--- src/rtl/ihexld_pkg.sv ---
// shared types, codes and constants of the intel hex record loader
// no dependencies; used by ihexld_dp, ihexld_ctrl and the top level
package ihexld_pkg;

	// record buffer depth and fixed record layout
	localparam int RECORD_BYTES_DEF = 21;
	localparam int HDR_BYTES        = 6;
	localparam int MAX_DATA_BYTES   = 16;

	// ascii characters and nibble offsets
	localparam logic [7:0] CHAR_LF       = 8'h0A;
	localparam logic [7:0] CHAR_CR       = 8'h0D;
	localparam logic [7:0] CHAR_UPPER_A  = 8'h41;
	localparam logic [7:0] CHAR_UPPER_F  = 8'h46;
	localparam logic [7:0] HEX_ALPHA_OFS = 8'd55;
	localparam logic [7:0] HEX_DIGIT_OFS = 8'd48;

	// record types
	localparam logic [7:0] REC_DATA    = 8'h00;
	localparam logic [7:0] REC_EOF     = 8'h01;
	localparam logic [7:0] REC_EXT_SEG = 8'h02;
	localparam logic [7:0] REC_EXT_LIN = 8'h04;

	// result kinds
	localparam logic [2:0] KIND_WRITE    = 3'd0;
	localparam logic [2:0] KIND_ERASE    = 3'd1;
	localparam logic [2:0] KIND_EOF      = 3'd2;
	localparam logic [2:0] KIND_CSUM_ERR = 3'd3;
	localparam logic [2:0] KIND_TOO_LONG = 3'd4;

	// input beat
	typedef struct packed {
		logic [7:0] ascii_char;
		logic       stream_end;
	} char_beat_t;

	// output beat
	typedef struct packed {
		logic [2:0]  kind;
		logic [31:0] address;
		logic [31:0] word_data;
		logic        last;
	} result_beat_t;

	// controller to datapath commands
	typedef struct packed {
		logic       take_char;
		logic       pad;
		logic       clear;
		logic       set_upper;
		logic       start_data;
		logic       rd;
		logic       merge;
		logic       emit;
		logic [2:0] emit_kind;
		logic       emit_last;
	} cmd_t;

	// datapath to controller status
	typedef struct packed {
		logic       char_lf;
		logic       char_end;
		logic       char_overflow;
		logic       pad_overflow;
		logic       count_zero;
		logic       sum_nz;
		logic [7:0] rec_type;
		logic       len_zero;
		logic       lane_last;
		logic       last_word;
		logic       erase_done;
		logic       out_free;
	} sts_t;

endpackage

--- src/rtl/ihexld_dp.sv ---
// datapath of the intel hex record loader: nibble decode, record buffer,
// checksum, address registers, word assembly and the output register
// depends on ihexld_pkg
module ihexld_dp #(
	parameter int RECORD_BYTES = ihexld_pkg::RECORD_BYTES_DEF
) (
	input  logic                     clk,
	input  logic                     arst_n,
	input  ihexld_pkg::char_beat_t   char_beat,
	input  ihexld_pkg::cmd_t         cmd,
	output ihexld_pkg::sts_t         sts,
	output logic                     result_valid,
	input  logic                     result_stall,
	output ihexld_pkg::result_beat_t result_beat
);

	localparam int CW = $clog2(RECORD_BYTES + 1);
	localparam int AW = $clog2(RECORD_BYTES);
	localparam int XW = (CW > 6) ? CW : 6;

	// record buffer memory
	logic [7:0] mem [RECORD_BYTES];
	logic [7:0] rd_q;

	// line state
	logic [7:0]    hdr_q [ihexld_pkg::HDR_BYTES];
	logic [CW-1:0] count_q;
	logic          line_started_q;
	logic          pend_q;
	logic [3:0]    hn_q;
	logic [7:0]    sum_q;
	logic [31:0]   upper_q;
	logic          erase_done_q;

	// word assembly
	logic [31:0] addr_q;
	logic [31:0] word_q;
	logic [4:0]  idx_q;

	logic          is_lf;
	logic          is_cr;
	logic          is_alpha;
	logic [7:0]    nib_full;
	logic [3:0]    nib;
	logic          char_store;
	logic          full;
	logic          store_en;
	logic [7:0]    store_byte;
	logic [5:0]    xpos;
	logic [XW-1:0] xpos_ext;
	logic          byte_ok;

	// character decode
	assign is_lf    = (char_beat.ascii_char == ihexld_pkg::CHAR_LF);
	assign is_cr    = (char_beat.ascii_char == ihexld_pkg::CHAR_CR);
	assign is_alpha = (char_beat.ascii_char >= ihexld_pkg::CHAR_UPPER_A) &&
	                  (char_beat.ascii_char <= ihexld_pkg::CHAR_UPPER_F);
	assign nib_full = is_alpha ? (char_beat.ascii_char - ihexld_pkg::HEX_ALPHA_OFS)
	                           : (char_beat.ascii_char - ihexld_pkg::HEX_DIGIT_OFS);
	assign nib      = nib_full[3:0];

	// byte store selection
	assign char_store = !is_lf && !is_cr && line_started_q && pend_q;
	assign full       = (count_q >= CW'(RECORD_BYTES));

	always_comb begin
		store_en   = 1'b0;
		store_byte = {hn_q, 4'h0};
		if (cmd.take_char && char_store) begin
			store_en   = !full;
			store_byte = {hn_q, nib};
		end else if (cmd.pad && pend_q) begin
			store_en = !full;
		end
	end

	// buffer position of the data byte being read, gated by line length and
	// by the record length field
	assign xpos     = 6'd4 + {1'b0, idx_q};
	assign xpos_ext = XW'(xpos);
	assign byte_ok  = (xpos_ext < XW'(count_q)) && ({3'b000, idx_q} < hdr_q[0]);

	// memory write and registered read
	always_ff @(posedge clk) begin
		if (store_en) begin
			mem[count_q[AW-1:0]] <= store_byte;
		end
		if (cmd.rd) begin
			rd_q <= byte_ok ? mem[xpos_ext[AW-1:0]] : 8'h00;
		end
	end

	// line and control state
	always_ff @(posedge clk or negedge arst_n) begin
		if (!arst_n) begin
			count_q        <= '0;
			line_started_q <= 1'b0;
			pend_q         <= 1'b0;
			hn_q           <= 4'h0;
			sum_q          <= 8'h00;
			upper_q        <= 32'h0;
			erase_done_q   <= 1'b0;
			result_valid   <= 1'b0;
			for (int i = 0; i < ihexld_pkg::HDR_BYTES; i++) begin
				hdr_q[i] <= 8'h00;
			end
		end else begin
			// nibble pairing
			if (cmd.take_char && !is_lf && !is_cr) begin
				if (!line_started_q) begin
					line_started_q <= 1'b1;
				end else if (pend_q) begin
					pend_q <= 1'b0;
				end else begin
					hn_q   <= nib;
					pend_q <= 1'b1;
				end
			end
			if (cmd.pad) begin
				pend_q <= 1'b0;
			end
			// byte store with header capture
			if (store_en) begin
				count_q <= count_q + 1'b1;
				sum_q   <= sum_q + store_byte;
				if (count_q < CW'(ihexld_pkg::HDR_BYTES)) begin
					hdr_q[count_q[2:0]] <= store_byte;
				end
			end
			// extended address records
			if (cmd.set_upper) begin
				if (hdr_q[3] == ihexld_pkg::REC_EXT_LIN) begin
					upper_q <= {hdr_q[4], hdr_q[5], 16'h0000};
				end else begin
					upper_q <= {12'h000, hdr_q[4], hdr_q[5], 4'h0};
				end
			end
			if (cmd.emit && (cmd.emit_kind == ihexld_pkg::KIND_ERASE)) begin
				erase_done_q <= 1'b1;
			end
			// line clear
			if (cmd.clear) begin
				count_q        <= '0;
				line_started_q <= 1'b0;
				pend_q         <= 1'b0;
				hn_q           <= 4'h0;
				sum_q          <= 8'h00;
				for (int i = 0; i < ihexld_pkg::HDR_BYTES; i++) begin
					hdr_q[i] <= 8'h00;
				end
			end
			// output valid
			if (cmd.emit) begin
				result_valid <= 1'b1;
			end else if (!result_stall) begin
				result_valid <= 1'b0;
			end
		end
	end

	// word assembly and output payload
	always_ff @(posedge clk) begin
		if (cmd.start_data) begin
			addr_q <= upper_q + {16'h0000, hdr_q[1], hdr_q[2]};
			word_q <= 32'h0;
			idx_q  <= 5'd0;
		end
		if (cmd.merge) begin
			word_q <= {rd_q, word_q[31:8]};
			idx_q  <= idx_q + 5'd1;
		end
		if (cmd.emit) begin
			result_beat.kind <= cmd.emit_kind;
			result_beat.last <= cmd.emit_last;
			if (cmd.emit_kind == ihexld_pkg::KIND_WRITE) begin
				result_beat.address   <= addr_q;
				result_beat.word_data <= word_q;
				addr_q                <= addr_q + 32'd4;
				word_q                <= 32'h0;
			end else if (cmd.emit_kind == ihexld_pkg::KIND_ERASE) begin
				result_beat.address   <= addr_q;
				result_beat.word_data <= 32'h0;
			end else begin
				result_beat.address   <= 32'h0;
				result_beat.word_data <= 32'h0;
			end
		end
	end

	// status to the controller
	always_comb begin
		sts.char_lf       = is_lf;
		sts.char_end      = char_beat.stream_end;
		sts.char_overflow = char_store && full;
		sts.pad_overflow  = pend_q && full;
		sts.count_zero    = (count_q == '0);
		sts.sum_nz        = (sum_q != 8'h00);
		sts.rec_type      = hdr_q[3];
		sts.len_zero      = (hdr_q[0] == 8'h00);
		sts.lane_last     = (idx_q[1:0] == 2'd3);
		sts.last_word     = ({3'b000, idx_q} >= hdr_q[0]) ||
		                    (idx_q >= 5'(ihexld_pkg::MAX_DATA_BYTES));
		sts.erase_done    = erase_done_q;
		sts.out_free      = !result_valid || !result_stall;
	end

endmodule

--- src/rtl/ihexld_ctrl.sv ---
// controller of the intel hex record loader: sequences character intake,
// line close, record evaluation and result emission
// depends on ihexld_pkg
module ihexld_ctrl (
	input  logic             clk,
	input  logic             arst_n,
	input  logic             char_valid,
	output logic             char_stall,
	input  ihexld_pkg::sts_t sts,
	output ihexld_pkg::cmd_t cmd
);

	typedef enum logic [3:0] {
		S_IDLE,
		S_PAD,
		S_EVAL,
		S_ERASE,
		S_RD,
		S_MRG,
		S_WORD,
		S_FAIL_LONG,
		S_FAIL_SUM,
		S_FAIL_EOF,
		S_STOP
	} state_t;

	state_t state_q;
	state_t state_d;

	// characters are taken while idle, and dropped once stopped
	assign char_stall = !((state_q == S_IDLE) || (state_q == S_STOP));

	// next state and commands
	always_comb begin
		cmd     = '0;
		state_d = state_q;
		case (state_q)
			S_IDLE: begin
				if (char_valid) begin
					cmd.take_char = 1'b1;
					if (sts.char_overflow) begin
						state_d = S_FAIL_LONG;
					end else if (sts.char_lf || sts.char_end) begin
						state_d = S_PAD;
					end
				end
			end
			S_PAD: begin
				cmd.pad = 1'b1;
				state_d = sts.pad_overflow ? S_FAIL_LONG : S_EVAL;
			end
			S_EVAL: begin
				if (sts.count_zero) begin
					cmd.clear = 1'b1;
					state_d   = S_IDLE;
				end else if (sts.sum_nz) begin
					state_d = S_FAIL_SUM;
				end else begin
					case (sts.rec_type)
						ihexld_pkg::REC_EXT_LIN, ihexld_pkg::REC_EXT_SEG: begin
							cmd.set_upper = 1'b1;
							cmd.clear     = 1'b1;
							state_d       = S_IDLE;
						end
						ihexld_pkg::REC_EOF: begin
							state_d = S_FAIL_EOF;
						end
						ihexld_pkg::REC_DATA: begin
							cmd.start_data = 1'b1;
							if (!sts.erase_done) begin
								state_d = S_ERASE;
							end else if (sts.len_zero) begin
								cmd.clear = 1'b1;
								state_d   = S_IDLE;
							end else begin
								state_d = S_RD;
							end
						end
						default: begin
							cmd.clear = 1'b1;
							state_d   = S_IDLE;
						end
					endcase
				end
			end
			S_ERASE: begin
				if (sts.out_free) begin
					cmd.emit      = 1'b1;
					cmd.emit_kind = ihexld_pkg::KIND_ERASE;
					cmd.emit_last = sts.len_zero;
					if (sts.len_zero) begin
						cmd.clear = 1'b1;
						state_d   = S_IDLE;
					end else begin
						state_d = S_RD;
					end
				end
			end
			S_RD: begin
				cmd.rd  = 1'b1;
				state_d = S_MRG;
			end
			S_MRG: begin
				cmd.merge = 1'b1;
				state_d   = sts.lane_last ? S_WORD : S_RD;
			end
			S_WORD: begin
				if (sts.out_free) begin
					cmd.emit      = 1'b1;
					cmd.emit_kind = ihexld_pkg::KIND_WRITE;
					cmd.emit_last = sts.last_word;
					if (sts.last_word) begin
						cmd.clear = 1'b1;
						state_d   = S_IDLE;
					end else begin
						state_d = S_RD;
					end
				end
			end
			S_FAIL_LONG: begin
				if (sts.out_free) begin
					cmd.emit      = 1'b1;
					cmd.emit_kind = ihexld_pkg::KIND_TOO_LONG;
					cmd.emit_last = 1'b1;
					state_d       = S_STOP;
				end
			end
			S_FAIL_SUM: begin
				if (sts.out_free) begin
					cmd.emit      = 1'b1;
					cmd.emit_kind = ihexld_pkg::KIND_CSUM_ERR;
					cmd.emit_last = 1'b1;
					state_d       = S_STOP;
				end
			end
			S_FAIL_EOF: begin
				if (sts.out_free) begin
					cmd.emit      = 1'b1;
					cmd.emit_kind = ihexld_pkg::KIND_EOF;
					cmd.emit_last = 1'b1;
					state_d       = S_STOP;
				end
			end
			S_STOP: begin
				state_d = S_STOP;
			end
			default: begin
				state_d = S_IDLE;
			end
		endcase
	end

	// state register
	always_ff @(posedge clk or negedge arst_n) begin
		if (!arst_n) begin
			state_q <= S_IDLE;
		end else begin
			state_q <= state_d;
		end
	end

endmodule

--- src/rtl/intel_hex_record_loader_unit.sv ---
// intel hex record loader top level, joins ihexld_ctrl and ihexld_dp, uses ihexld_pkg
// throughput: a character that does not close a line is taken every cycle
// sequence: a closing character leads to pad and evaluate, then to any erase request and
// the data words (four byte reads, each a read and a merge, then the word beat); a result
// is registered on emit; a stalled one holds the sequence until the output register frees
// reset: line state, upper address and erase flag clear; once stopped every beat is dropped
module intel_hex_record_loader_unit #(
	parameter int RECORD_BYTES = ihexld_pkg::RECORD_BYTES_DEF
) (
	input  logic                     clk,
	input  logic                     arst_n,
	input  logic                     char_valid,
	output logic                     char_stall,
	input  ihexld_pkg::char_beat_t   char_beat,
	output logic                     result_valid,
	input  logic                     result_stall,
	output ihexld_pkg::result_beat_t result_beat
);

	ihexld_pkg::cmd_t cmd;
	ihexld_pkg::sts_t sts;

	// sequencer
	ihexld_ctrl u_ctrl (
		.clk        (clk),
		.arst_n     (arst_n),
		.char_valid (char_valid),
		.char_stall (char_stall),
		.sts        (sts),
		.cmd        (cmd)
	);

	// record datapath
	ihexld_dp #(
		.RECORD_BYTES (RECORD_BYTES)
	) u_dp (
		.clk          (clk),
		.arst_n       (arst_n),
		.char_beat    (char_beat),
		.cmd          (cmd),
		.sts          (sts),
		.result_valid (result_valid),
		.result_stall (result_stall),
		.result_beat  (result_beat)
	);

endmodule
--- config.mk ---
export PLATFORM = sky130hd
export DESIGN_NAME = intel_hex_record_loader_unit
export DESIGN_NICKNAME = d
export VERILOG_FILES = /design/src/rtl/ihexld_pkg.sv /design/src/rtl/ihexld_dp.sv /design/src/rtl/ihexld_ctrl.sv /design/src/rtl/intel_hex_record_loader_unit.sv
export SDC_FILE = /design/constraint.sdc
export NUM_CORES = 1
export LEC_CHECK = 0
export BUFFER_PORTS_ARGS = -buffer_cell sky130_fd_sc_hd__buf_2
export CELL_PAD_IN_SITES_DETAIL_PLACEMENT = 1
export CELL_PAD_IN_SITES_GLOBAL_PLACEMENT = 2
export CORE_MARGIN = 5
export CORE_UTILIZATION = 46
export CTS_CLUSTER_DIAMETER = 50
export DETAILED_ROUTE_END_ITERATION = 7
export PLACE_DENSITY_LB_ADDON = 0.15
export SLEW_MARGIN = 10
export SYNTH_ARGS = -nofsm -noshare
export SYNTH_HDL_FRONTEND = slang
export SYNTH_HIERARCHICAL = 1
export SYNTH_SLANG_ARGS = --single-unit
--- constraint.sdc ---
create_clock -name clk -period 9.62 [get_ports clk]
set_input_delay 2.405 -clock clk [delete_from_list [all_inputs] [get_ports clk]]
set_output_delay 2.405 -clock clk [all_outputs]
set_load 0.01 [all_outputs]
# Word level (Yosys, flattened, before mapping)
# Memories as Yosys holds them, arrays and structs flattened. A register that Yosys moved wholly into a read port is not among the register bits.
# Cells that the tools add are included.
dict set report op_classes {
  reduce_logical 43
  bitwise 1
  magnitude_cmp 10
  n_addsub 8
  eq_ne 24
  muxes 80
}
# operator count
set op_table {}
lappend op_table {{$mux W32} 8}
lappend op_table {{$mux W48} 3}
lappend op_table {{$mux W64} 2}
lappend op_table {{$mux W4} 15}
lappend op_table {{$bwmux W48} 1}
lappend op_table {{$mux W5} 9}
lappend op_table {{$pmux W4 S9} 1}
lappend op_table {{$add A32 B16 Y32} 1}
lappend op_table {{$add A32 B3 Y32 const B} 1}
lappend op_table {{$mux W1} 26}
lappend op_table {{$pmux W5 S5} 1}
lappend op_table {{$demux W8 S3} 1}
lappend op_table {{$mux W8} 3}
lappend op_table {{$eq A4 B3 Y1 const B} 4}
lappend op_table {{$eq A8 B4 Y1 const B} 2}
lappend op_table {{$logic_not A8 Y1} 2}
lappend op_table {{$logic_and A1 B1 Y1} 13}
lappend op_table {{$eq A4 B4 Y1 const B} 3}
lappend op_table {{$mux W3} 4}
lappend op_table {{$add A5 B1 Y5 const B} 2}
lappend op_table {{$ge A5 B5 Y1 const B} 2}
lappend op_table {{$reduce_bool A2 Y1} 5}
lappend op_table {{$add A8 B8 Y8} 1}
lappend op_table {{$eq A4 B2 Y1 const B} 2}
lappend op_table {{other kinds (37)} 54}
dict set report totals {
  n_memories 1
  out_inout_bits 70
  word_cells 189
  register_bits 242
  ramBits 168
  inputBits 13
}
# name words word_bits read_ports rd_ports_with_merged_regs wr line
set mem_list {}
lappend mem_list {u_dp.mem 21 8 1 1 1 ihexld_dp.sv:22} ;# logic [7:0] mem [RECORD_BYTES];

# Depth between registers and ports, before layout
# Gate-level depths: netlist of the first run.
dict set report depth {
  ltp_word 11
  ltp_mapped 18
  ltp_nobuf 16
}

# Hierarchy
# The synthesis of the first run kept the hierarchy.
# mod seq_area_each_um2 area_per_inst_um2 instances cells_each
set by_module_without_submodules {}
lappend by_module_without_submodules {ihexld_dp 11205.7 18017.3 1 1425}
lappend by_module_without_submodules {ihexld_ctrl 100.1 563.0 1 89}

# Least setup slack after synthesis of the first run
# OpenSTA, ideal clock, no wires.
dict set report synth_timing {
  kind {input to register}
  start {in result_stall}
  end {reg u_dp.addr_q[19]}
  arrival_ps 7240
  setup_ps 124
  cell_stages 10
  setup_slack_ps 2256
  required_time_ps 9496
  cell_sequence {nand2_1 -> nor2b_1 -> and2_1 -> buf_2 -> inv_1 -> nor2_1 -> clkbuf_1 -> a41oi_1 -> a22oi_1 -> o21ai_0}
}
# item line
set synth_rtl {}
lappend synth_rtl {{from (decl)} intel_hex_record_loader_unit.sv:16} ;# input logic result_stall,
lappend synth_rtl {{to (signal assigned)} ihexld_dp.sv:164} ;# addr_q <= upper_q + {16'h0000, hdr_q[1], hdr_q[2]};
lappend synth_rtl {{to (signal assigned)} ihexld_dp.sv:178} ;# addr_q <= addr_q + 32'd4;
lappend synth_rtl {{to (decl)} ihexld_dp.sv:36} ;# logic [31:0] addr_q;

# Worst setup path in the final report of the first run
dict set report layout_timing {
  start {in char_beat[1] (netlist name)}
  end {reg u_dp.sum_q[6]}
}
dict set report layout_via {
  elab_chain_len 10
  word_cells_on_any_way 20
  cone_classes {add/sub: 3; order compare: 2; eq/ne: 2; mux: 5; reduce/logical: 8}
}
# item line
set layout_lines {}
lappend layout_lines {{from (decl)} intel_hex_record_loader_unit.sv:14} ;# input ihexld_pkg::char_beat_t char_beat,
lappend layout_lines {{branches (longest 6 deep; another with $ge A8 B7 Y1)} --}
lappend layout_lines {{$mux W4 (*)} ihexld_dp.sv:69} ;# if (cmd.take_char && char_store) begin
lappend layout_lines {{net u_dp.store_byte[0]} ihexld_dp.sv:48} ;# logic [7:0] store_byte;
lappend layout_lines {{$add A8 B8 Y8 (*)} ihexld_dp.sv:125} ;# sum_q <= sum_q + store_byte;
lappend layout_lines {{$mux W8 (*)} ihexld_dp.sv:123} ;# if (store_en) begin
lappend layout_lines {{$mux W8 (*)} ihexld_dp.sv:142} ;# if (cmd.clear) begin
lappend layout_lines {{to (signal assigned)} ihexld_dp.sv:125}
lappend layout_lines {{to (decl)} ihexld_dp.sv:31} ;# logic [7:0] sum_q;
# Mark *: on every way through the listed nets, which the timed path passes. The select of a mux whose other input is x is not followed.
# A chain may end at the register's enable or synchronous reset.

==> qor.txt, run 1 <==
Reg2Reg Depth = 16
Initial DRC count = 732
Routed WL = 47100 µm
Post-CTS Resized = 0
DP Cell Count = 2057
CP startpoint kind = input pin
Core Area = 39800 µm²
Worst Hold End = u_dp/word_q[0]
Die width = 211 µm
TritonCTS Buffers = 49
Max-cap viol count = 0
Cell taking the most area after synthesis = edfxtp_1
Finished Layout Cells = 2149
Initial antenna violation count = 0
Initial Utilization = 46.7%
Clock slew at reported path FFs = 0.06 ns
Seq pwr share = 43.2%
Sequential fraction of the synthesis area = 60.8%
Port bufs = 82
TritonCTS clock tree = built
Placed Instance Area = 19500 µm²
Vias in the first global route = 12534
Drt wl/cell = 21.9 µm
ANT nets after route = 0
Worst-path maximum fanout = 27
FFs w/ async S/R, synth = 24.4%
First-pass GRT wire length = 74500 µm
TritonRoute pass-1 iters = 4
Comb power frac = 23.9%
Max_slew headroom = 13.3%
Vias per cell = 5.72
Tmin final = 6.11 ns
Vias = 12293
Internal Power = 3830 µW
CP Data Required Time = 10.11 ns
H-Tree Depth = 2
RSZ-0062 raised after global routing = false
Bufs on Longest Clock Path = 3
Slew @ Worst Pin = 1.30 ns
Share of post-route cells with drive strength above 1 = 16.0%
Worst reg2reg path endpoint = u_dp/sum_q[6]
Arrival time at the worst endpoint = 6.61 ns
Finished Cell Area = 21100 µm²
Clock skew = 0.0128 ns
Share of the synthesized area in the top cell type = 40.6%
# DRC = 0
Post-synthesis cell count = 1514
Syn_nets = 1568
Min-delay src = u_dp/word_q[0]
Clock Power Share = 32.9%
Crit Reg-Reg Startpoint = u_ctrl/state_q[1]
Final Cycle Share = 63.6%
I/O pin count = 83
Num rows = 73
Post-synthesis register bit count = 414
Synth cell types = 75
Tightest hold margin = 0.490 ns
Worst setup path class = in2reg
Sw Share = 32.5%
Max frequency = 0.164 GHz
Reg2reg setup slack = 4.82 ns
Final Hold Violating Endpoints = 0
CTS root buf = clkbuf_16
Total gr overflow = 0
Avg Cell Area, Syn = 12.3 µm²
Status = completed
Yosys warnings = 6
Critical Path End Type = flip-flop
# diodes = 0
GP Congestion = 0.804
Post-CTS setup buffer count = 0
Synthesized cell area = 18600 µm²
Worst hold path type = reg2reg
Fill count = 4094
Aggregate global-route resource usage = 21.3%
Nets = 1637
DP HPWL = 31600 µm
DIE AREA = 44500 µm²
Post-synth top flop = edfxtp_1
Max VDD drop = 0.174 mV
Hold_buf cts = 0
Max-slew violation count = 0
Pwr per Cell Area = 268 nW/µm²
Worst skew pair latency = 0.58 ns
Leakage = 0.00818 µW
Largest net degree at the start of global routing = 73
Synth area leaders = edfxtp_1 41%, dfrtp_1 14%, dfxtp_1 6.7%
Die Y-Extent = 211 µm
Post-synth EDFFs = 251
Sw Pwr = 1840 µW
Clock sinks = 414
Final setup vio count = 0
Finished Core Util = 53.1%
Layout area overhead = 13.8%
Setup tns final = 0 ns
Hold depth = 2
layout make-up:
type	instances	area [µm²]	area share, %
sequential	414	11300	53.5
multi-input combinational	950	6690	31.6
clock buffer	61	1330	6.31
tap	525	657	3.11
timing repair buffer	107	601	2.84
clock inverter	31	328	1.55
inverter	61	229	1.08
worst max-delay path, stage by stage:
cell,delay (ns)
buf_2,0.13
inv_1,0.07
ha_1,0.22
mux2_4,0.28
a31o_4,0.27
or2_2,0.37
nor2_2,1.01
ha_1,0.36
inv_1,0.07
fa_1,0.41
nor2b_1,0.13
o21ai_0,0.10
a21boi_0,0.27
o21a_1,0.17
or3_1,0.10
nand3_1,0.06
a21oi_1,0.18
how the worst max path moves through the flow:
stage,end,cells past startpoint,from
after floorplan,u_dp/addr_q[19],10,result_stall
after global placement,u_dp/sum_q[7],15,char_beat[1]
after detailed placement,u_dp/sum_q[7],15,char_beat[2]
after CTS,u_dp/sum_q[7],15,char_beat[2]
after global routing,u_dp/sum_q[7],15,char_beat[2]
final,u_dp/sum_q[6],17,char_beat[1]
per-stage QoR:
| stage | power, µW | worst slack, ns |
|---|---|---|
| 2_1_floorplan | 3360 | 2.26 |
| 3_3_place_gp | 3800 | 3.13 |
| 3_5_place_dp | 3860 | 2.90 |
| 4_1_cts | 5740 | 3.53 |
| 5_1_grt | 5980 | 3.25 |
| 6_report | 5670 | 3.51 |
state kept, by name, summed over array words and instances, names as in the netlist:
| signal | cells |
|---|---|
| u_ctrl/state_q | 4 |
| u_dp/addr_q | 32 |
| u_dp/count_q | 5 |
| u_dp/erase_done_q | 1 |
| u_dp/hdr_q | 40 |
| u_dp/hn_q | 4 |
| u_dp/idx_q | 5 |
| u_dp/line_started_q | 1 |
| u_dp/mem | 168 |
| u_dp/pend_q | 1 |
| u_dp/rd_q | 8 |
| u_dp/result_beat | 68 |
| u_dp/result_valid | 1 |
| u_dp/sts | 8 |
| u_dp/sum_q | 8 |
| u_dp/upper_q | 28 |
| u_dp/word_q | 32 |
per-layer routing:
layer / routed length (µm) / part of all wire [%] / GRT usage, % / vias up
li1: - / - / - / 5723
met1: 22500 / 48 / 31.7 / 6279
met2: 21800 / 46 / 33.6 / 241
met3: 2160 / 4.6 / 3.64 / 50
met4: 630 / 1.3 / 3.73 / 0
met5: 0 / 0 / 0 / -
power by group through the flow:
stage	Combinational (µW)	Sequential (µW)	Clock, µW
after floorplan	870	2490	0
after global placement	1320	2480	0
after detailed placement	1370	2490	0
after CTS	1370	2450	1910
after global routing	1490	2480	2000
final	1360	2450	1870
cells in the final DEF, fill, tap and decap left out, types with 8 or more instances in the layout:
cell type / Yosys / layout
nand4_1: 10 / 10
xor2_1: 9 / 9
nor2_1: 161 / 153
dfrtp_1: 101 / 101
o22ai_1: 21 / 21
a31oi_1: 12 / 12
buf_2: 11 / 81
a22oi_1: 38 / 38
nor2_2: 1 / 9
buf_4: 13 / 26
mux4_2: 39 / 39
clkbuf_1: 56 / 8
and2_1: 71 / 70
xnor2_1: 24 / 24
o21ai_0: 47 / 46
a221oi_1: 10 / 10
inv_1: 59 / 59
and3_1: 21 / 21
nor2b_1: 15 / 14
nor3_1: 35 / 34
a21oi_1: 61 / 61
nor4_1: 11 / 11
clkbuf_16: 0 / 51
clkinv_2: 0 / 8
ha_1: 39 / 39
nand2_1: 97 / 97
nand3_1: 38 / 38
edfxtp_1: 251 / 251
dfxtp_1: 62 / 62
a211oi_1: 23 / 23
mux2i_1: 66 / 66
cell usage after synthesis, types with 38 or more instances:
master,instances
dfrtp_1,101
mux4_2,39
dfxtp_1,62
a21oi_1,61
nand2_1,97
ha_1,39
a22oi_1,38
mux2i_1,66
edfxtp_1,251
nand3_1,38
clkbuf_1,56
and2_1,71
inv_1,59
o21ai_0,47
nor2_1,161
cell families (layout without fill, tap and decap cells):
logic type | Yosys count | in the layout | synth area share (%)
AO/OA/AOI/OAI | 268 | 268 | 9.54
flip-flops | 414 | 414 | 60.8
XOR/XNOR | 33 | 33 | 1.56
adder cells (fa/ha/maj) | 41 | 41 | 2.84
AND/OR/NAND/NOR | 499 | 499 | 13.3
multiplexers | 109 | 109 | 8.55
buffers and inverters | 150 | 260 | 3.41
Power figures use the tool's default switching activity.
==> run 2: changes to the inputs <==
Settings changed: ABC_AREA set to 1, CORE_UTILIZATION 46 to 35.
Clock period 9.62 ns to 5.35 ns, I/O delays scaled along.
==> qor.txt, run 2 <==
Status = completed
Final Hold Violating Endpoints = 0 (unchanged)
Commonest non-fill, non-tap cell in the layout = nand2_1
Clock slew at reported path FFs = 0.06 ns (about the same)
Nets = 2342 (+43%)
Internal Power = 6910 µW (+81%)
# DRC = 0 (unchanged)
Pwr per Cell Area = 478 nW/µm² (+78%)
Top cells by count, synth = 426 x nand2_1, 305 x nor2_1, 256 x inv_1
Max VDD drop = 0.277 mV (+59%)
Yosys warnings = 6 (unchanged)
Initial DRC count = 940 (+28%)
Sw Share = 36.5% (+4.0 points)
Max-slew violation count = 0 (unchanged)
Worst slack at placement = 1.05 ns (-1.85 ns)
Clock Power Share = 32.2% (-0.7 points)
Core Area = 56300 µm² (+41%)
GP Congestion = 0.784 (-2.4%)
ANT nets after route = 0 (unchanged)
Worst setup path class = in2reg
Arrival time at the worst endpoint = 4.14 ns (-2.47 ns)
Worst hold path type = reg2reg
CP Data Required Time = 5.87 ns (-4.24 ns)
# diodes = 0 (unchanged)
Synthesized cell area = 19800 µm² (+6.7%)
Fin worst setup slack = 1.73 ns (-1.78 ns)
Total area of sequential cells = 11300 µm² (unchanged)
Post-CTS setup buffer count = 0 (unchanged)
Setup tns final = 0 ns (unchanged)
TritonCTS Buffers = 53 (+8.2%)
First-pass GRT wire length = 92000 µm (+23%)
Footprint of the multi-input gates = 7090 µm² (+6.1%)
Post-synth EDFFs = 251 (unchanged)
Post-synthesis cell count = 2216 (+46%)
Fill count = 6555 (+60%)
Die Y-Extent = 248 µm (+18%)
DP HPWL = 40900 µm (+29%)
Initial Utilization = 35.2% (-11 points)
Seq pwr share = 40.0% (-3.2 points)
Die width = 248 µm (+18%)
CP startpoint kind = input pin
Post-synthesis register bit count = 414 (unchanged)
Worst-path maximum fanout = 28 (+3.7%)
Cell taking the most area after synthesis = edfxtp_1
Share of post-route cells with drive strength above 1 = 10.5% (-5.5 points)
Post-synth top flop = edfxtp_1
FFs w/ async S/R, synth = 24.4% (unchanged)
Vias per cell = 5.05 (-12%)
Synth cell types = 49 (-35%)
Num rows = 87 (+19%)
Most frequent cells in the layout = 425 x nand2_1, 302 x nor2_1, 255 x inv_1
Hold depth = 2 (unchanged)
Layout area overhead = 14.8%
Final Cycle Share = 67.6%
Tmin final = 3.62 ns
RSZ-0062 raised after global routing = false
Leakage = 0.0100 µW (+23%)
Bufs on Longest Clock Path = 3 (unchanged)
Critical Path End Type = flip-flop
Sw Pwr = 3970 µW (+120%)
Slew @ Worst Pin = 1.12 ns (-0.184 ns)
Vias in the first global route = 16089 (+28%)
Total gr overflow = 0 (unchanged)
Final setup vio count = 0 (unchanged)
Port bufs = 82 (unchanged)
Clock skew = 0.0292 ns (+0.0163 ns)
Post-CTS Resized = 0 (unchanged)
Hold_buf cts = 0 (unchanged)
Clock sinks = 414 (unchanged)
Largest net degree at the start of global routing = 87 (+19%)
Share of the synthesized area in the top cell type = 38.0% (-2.5 points)
Most common cell in the netlist = nand2_1
Reg2Reg Depth = 13 (-3)
Worst skew pair latency = 0.61 ns (+0.03 ns)
CTS root buf = clkbuf_16
Syn_nets = 2270 (+45%)
Initial antenna violation count = 0 (unchanged)
DIE AREA = 61500 µm² (+38%)
Max_slew headroom = 25.1% (+12 points)
Max-cap viol count = 0 (unchanged)
Vias = 15583 (+27%)
H-Tree Depth = 2 (unchanged)
Synth area leaders = edfxtp_1 38%, dfrtp_1 13%, nand2_1 8.1%
Aggregate global-route resource usage = 18.9% (-2.4 points)
Max frequency = 0.276 GHz
Routed WL = 58400 µm (+24%)
Drt wl/cell = 18.9 µm (-14%)
TritonRoute pass-1 iters = 5 (+1)
Comb power frac = 27.7% (+3.8 points)
TritonCTS clock tree = built
Max reg flops = 168 (unchanged)
I/O pin count = 83 (unchanged)
Avg Cell Area, Syn = 8.94 µm² (-27%)
Sequential fraction of the synthesis area = 57.0% (-3.8 points)
[run 2: changes by cell type after synthesis, sizes merged, moves of 21 or more]
| cell | change |
|---|---|
| nand3 | +157 |
| nand4 | +30 |
| and2 | -68 |
| mux4 | -39 |
| o21ai | +120 |
| mux2i | -60 |
| nand2 | +342 |
| a22oi | -38 |
| a211oi | -23 |
| inv | +208 |
| xnor2 | -21 |
| o22ai | +31 |
| nor2 | +154 |
[run 2: logic make-up after synthesis]
logic type,Yosys count,synth area share [%]
simple gates,1044,22.6
flops,414,57.0
buf+inv,363,7.30
compound gates,331,9.35
fa+ha+maj,41,2.66
xor+xnor,17,0.751
mux,6,0.303
[run 2: power groups by stage]
stage / clock [µW] / combinational, µW / sequential [µW]
final: 3510 / 3020 / 4360
after floorplan: 0 / 1850 / 4440
after global placement: 0 / 2980 / 4420
after detailed placement: 0 / 3050 / 4430
after global routing: 3750 / 3400 / 4410
after CTS: 3620 / 3060 / 4370
[run 2: metal layers]
metal | routed length [µm] | global-route usage [%] | vias to the layer above
li1 | - | - | 7588
met1 | 29300 | 28.2 | 7669
met2 | 25800 | 29.4 | 267
met3 | 2530 | 3.03 | 59
met4 | 829 | 3.59 | 0
met5 | 0 | 0 | -
[run 2: metrics by stage]
step	cells	util (%)	area, µm²	total power [µW]	hold WS [ns]
final	3088	40.4	22800	10900	0.492
after global routing	3088	40.4	22800	11600	0.534
after CTS	3088	40.4	22800	11000	0.495
after detailed placement	2989	37.3	21000	7480	0.482
after global placement	2989	37.3	21000	7400	0.479
after floorplan	2216	-	19800	6300	0.443
[run 2: area by class of cell]
| cell class | instances | area share [%] |
|---|---|---|
| flip-flops and latches | 414 | 49.7 |
| well taps | 756 | 4.16 |
| repair buffers | 110 | 2.79 |
| inverters | 270 | 4.48 |
| clock buffers | 67 | 6.28 |
| multi-input cells | 1439 | 31.2 |
| clock inverters | 32 | 1.44 |
[run 2: worst max-delay path, stage by stage]
cell     delay [ns]
buf_2          0.12
inv_1          0.08
ha_1           0.23
nand3_1        0.11
nand2_1        0.06
nand2_1        0.13
nand4_1        0.28
nor2_2         0.18
buf_4          0.33
ha_1           0.25
inv_1          0.06
fa_1           0.39
inv_1          0.11
a31oi_1        0.11
xor2_1         0.15
o31ai_1        0.20
[run 2: worst paths after layout]
path	start	endpoint	slack, ns
setup / recovery	char_beat[1]	u_dp/sum_q[4]	1.73
hold / removal	u_dp/upper_q[10]	u_dp/upper_q[10]	0.49
setup reg to reg	u_dp/idx_q[2]	u_dp/hn_q[0]	1.74
hold reg to reg	u_dp/upper_q[10]	u_dp/upper_q[10]	0.49
max in group asynchronous	arst_n	u_dp/hdr_q[29]	3.75
min in group asynchronous	arst_n	u_dp/upper_q[26]	0.63
==> run 3: changes to the inputs <==
Clock period 5.35 ns to 3.1 ns, I/O delays scaled along.
==> qor.txt, run 3 (synthesized netlist as in run 2, its figures left out) <==
Aggregate global-route resource usage = 19.1% (+0.16 points)
Initial antenna violation count = 0 (unchanged)
CP cell instances = nor2_2 -> inv_2 -> nor2_4 -> inv_2 -> nor2_1 -> nand4_1 -> buf_4 -> nor2_4 -> ha_2 -> inv_2 -> fa_2 -> inv_2 -> a31oi_1 -> xor2_1 -> o31ai_1
DIE AREA = 61500 µm² (unchanged)
Slew @ Worst Pin = 0.954 ns (-0.161 ns)
Max frequency = 0.346 GHz
Bufs on Longest Clock Path = 3 (unchanged)
TritonCTS Buffers = 51 (-3.8%)
WL met1 = 29600 µm (+1.2%)
Worst-path maximum fanout = 6 (-79%)
CP Data Required Time = 3.62 ns (-2.25 ns)
Max_slew headroom = 36.4% (+11 points)
Die width = 248 µm (unchanged)
CTS root buf = clkbuf_16
Setup tns final = 0 ns (unchanged)
Clock skew = 0.0388 ns (+0.00960 ns)
Die Y-Extent = 248 µm (unchanged)
Most frequent cells in the layout = 424 x nand2_1, 302 x nor2_1, 251 x edfxtp_1
TritonRoute pass-1 iters = 5 (unchanged)
Tmin final = 2.89 ns
Max-slew violation count = 0 (unchanged)
Vias in the first global route = 16161 (+0.45%)
Placed Instance Area = 21600 µm² (+3.0%)
H-Tree Depth = 2 (unchanged)
Total gr overflow = 0 (unchanged)
Final Cycle Share = 93.3%
Max reg flops = 168 (unchanged)
# DRC = 0 (unchanged)
# diodes = 0 (unchanged)
Reg2reg setup slack = 0.21 ns (-1.53 ns)
Share of post-route cells with drive strength above 1 = 13.6% (+3.1 points)
Reg2Reg Depth = 15 (+2)
Clock slew at reported path FFs = 0.06 ns (about the same)
Worst slack at placement = -0.103 ns (-1.16 ns)
Vias per cell = 5.01 (-0.71%)
Drt wl/cell = 18.7 µm (-1.1%)
Nets = 2408 (+2.8%)
WL met3 = 2280 µm (-9.6%)
Commonest non-fill, non-tap cell in the layout = nand2_1
Clock sinks = 414 (unchanged)
Worst skew pair latency = 0.61 ns (about the same)
Max layer used = met4
Initial DRC count = 994 (+5.7%)
Num rows = 87 (unchanged)
DP HPWL = 41400 µm (+1.2%)
GP Congestion = 0.816 (+4.1%)
Arrival time at the worst endpoint = 3.41 ns (-0.73 ns)
Largest net degree at the start of global routing = 87 (unchanged)
Routed WL = 59000 µm (+0.97%)
CP max stage delay = 0.45 ns (+0.06 ns)
Most frequent CP cell = inv_2
Pwr per Cell Area = 815 nW/µm² (+70%)
Vias = 15798 (+1.4%)
Worst setup path class = reg2reg
Pwr Total = 19100 µW (+75%)
Layout area overhead = 18.1%
Crit Reg-Reg Startpoint = u_ctrl/state_q[0]
Critical Path End Type = flip-flop
Fin worst setup slack = 0.207 ns (-1.52 ns)
Cell at the slowest stage of the critical path = dfrtp_1
I/O pin count = 83 (unchanged)
Max-cap viol count = 0 (unchanged)
ANT nets after route = 0 (unchanged)
Worst reg2reg path endpoint = u_dp/sum_q[4]
Worst hold path type = in2async
CP startpoint kind = flip-flop
Max VDD drop = 0.435 mV (+57%)
TritonCTS clock tree = built
First-pass GRT wire length = 92900 µm (+1.0%)
Initial Utilization = 35.2% (unchanged)
Leakage = 0.0104 µW (+3.6%)
Final setup vio count = 0 (unchanged)
Final Hold Violating Endpoints = 0 (unchanged)
Status = completed
Port bufs = 82 (unchanged)
RSZ-0062 raised after global routing = false
Finished Cell Area = 23400 µm² (+2.9%)
WL met2 = 26200 µm (+1.7%)
Hold_buf cts = 0 (unchanged)
Core Area = 56300 µm² (unchanged)
## run 3: changes by cell type in the layout (fill, tap and decap cells not counted), sizes merged
cell,previous run,this run
clkinvlp,4,7
clkbuf,67,57
inv,271,273
buf,110,177
bufinv,3,6
## run 3: worst max path at each step
| stage | from | to | slack, ns |
|---|---|---|---|
| 2_1_floorplan | char_beat[2] | u_dp/sum_q[4] | -0.07 |
| 3_3_place_gp | char_beat[1] | u_dp/sum_q[7] | -0.03 |
| 3_5_place_dp | char_beat[1] | u_dp/sum_q[7] | -0.10 |
| 4_1_cts | u_ctrl/state_q[0] | u_dp/sum_q[7] | 0.17 |
| 5_1_grt | u_ctrl/state_q[0] | u_dp/sum_q[6] | 0.03 |
| 6_report | u_ctrl/state_q[0] | u_dp/sum_q[4] | 0.21 |
## run 3: final cells by class
| class | instances | area, µm² |
|---|---|---|
| inverters | 270 | 1030 |
| flip-flops and latches | 414 | 11300 |
| repair inverters | 1 | 5.00 |
| fillers | 6549 | 32900 |
| well taps | 756 | 946 |
| multi-input cells | 1439 | 7150 |
| repair buffers | 177 | 1230 |
| clock inverters | 39 | 425 |
| clock buffers | 57 | 1330 |
## run 3: layer usage
metal,global-route usage [%],vias to the layer above
met5,0,-
li1,-,7726
met1,28.3,7758
met2,29.9,252
met4,3.69,0
met3,2.93,62
## run 3: timing repair
| item | in CTS | in global routing |
|---|---|---|
| setup buffers | 0 | 2 |
| gates resized for setup | 0 | 1 |
| hold endpoints to repair | 0 | 0 |
| endpoints found under the setup margin | 0 | 2 |
## run 3: through the flow
stage	hold slack, ns	util, %	instances
2_1_floorplan	0.443	-	2216
3_3_place_gp	0.476	38.4	3054
3_5_place_dp	0.484	38.4	3054
4_1_cts	0.232	41.6	3150
5_1_grt	0.273	41.6	3153
6_report	0.232	41.6	3153
## run 3: worst max-delay path: cells and delay by family, from the launching register on
family	cells	cell delay, ns
simple gates	5	0.82
fa+ha+maj	2	0.55
buf+inv	5	0.50
flops	1	0.45
compound gates	2	0.33
xor+xnor	1	0.17
## run 3: power breakdown
part | total [µW] | switching, µW | internal [µW]
sequential | 7350 | 402 | 6950
clock | 6130 | 2490 | 3640
combinational | 5610 | 3950 | 1650
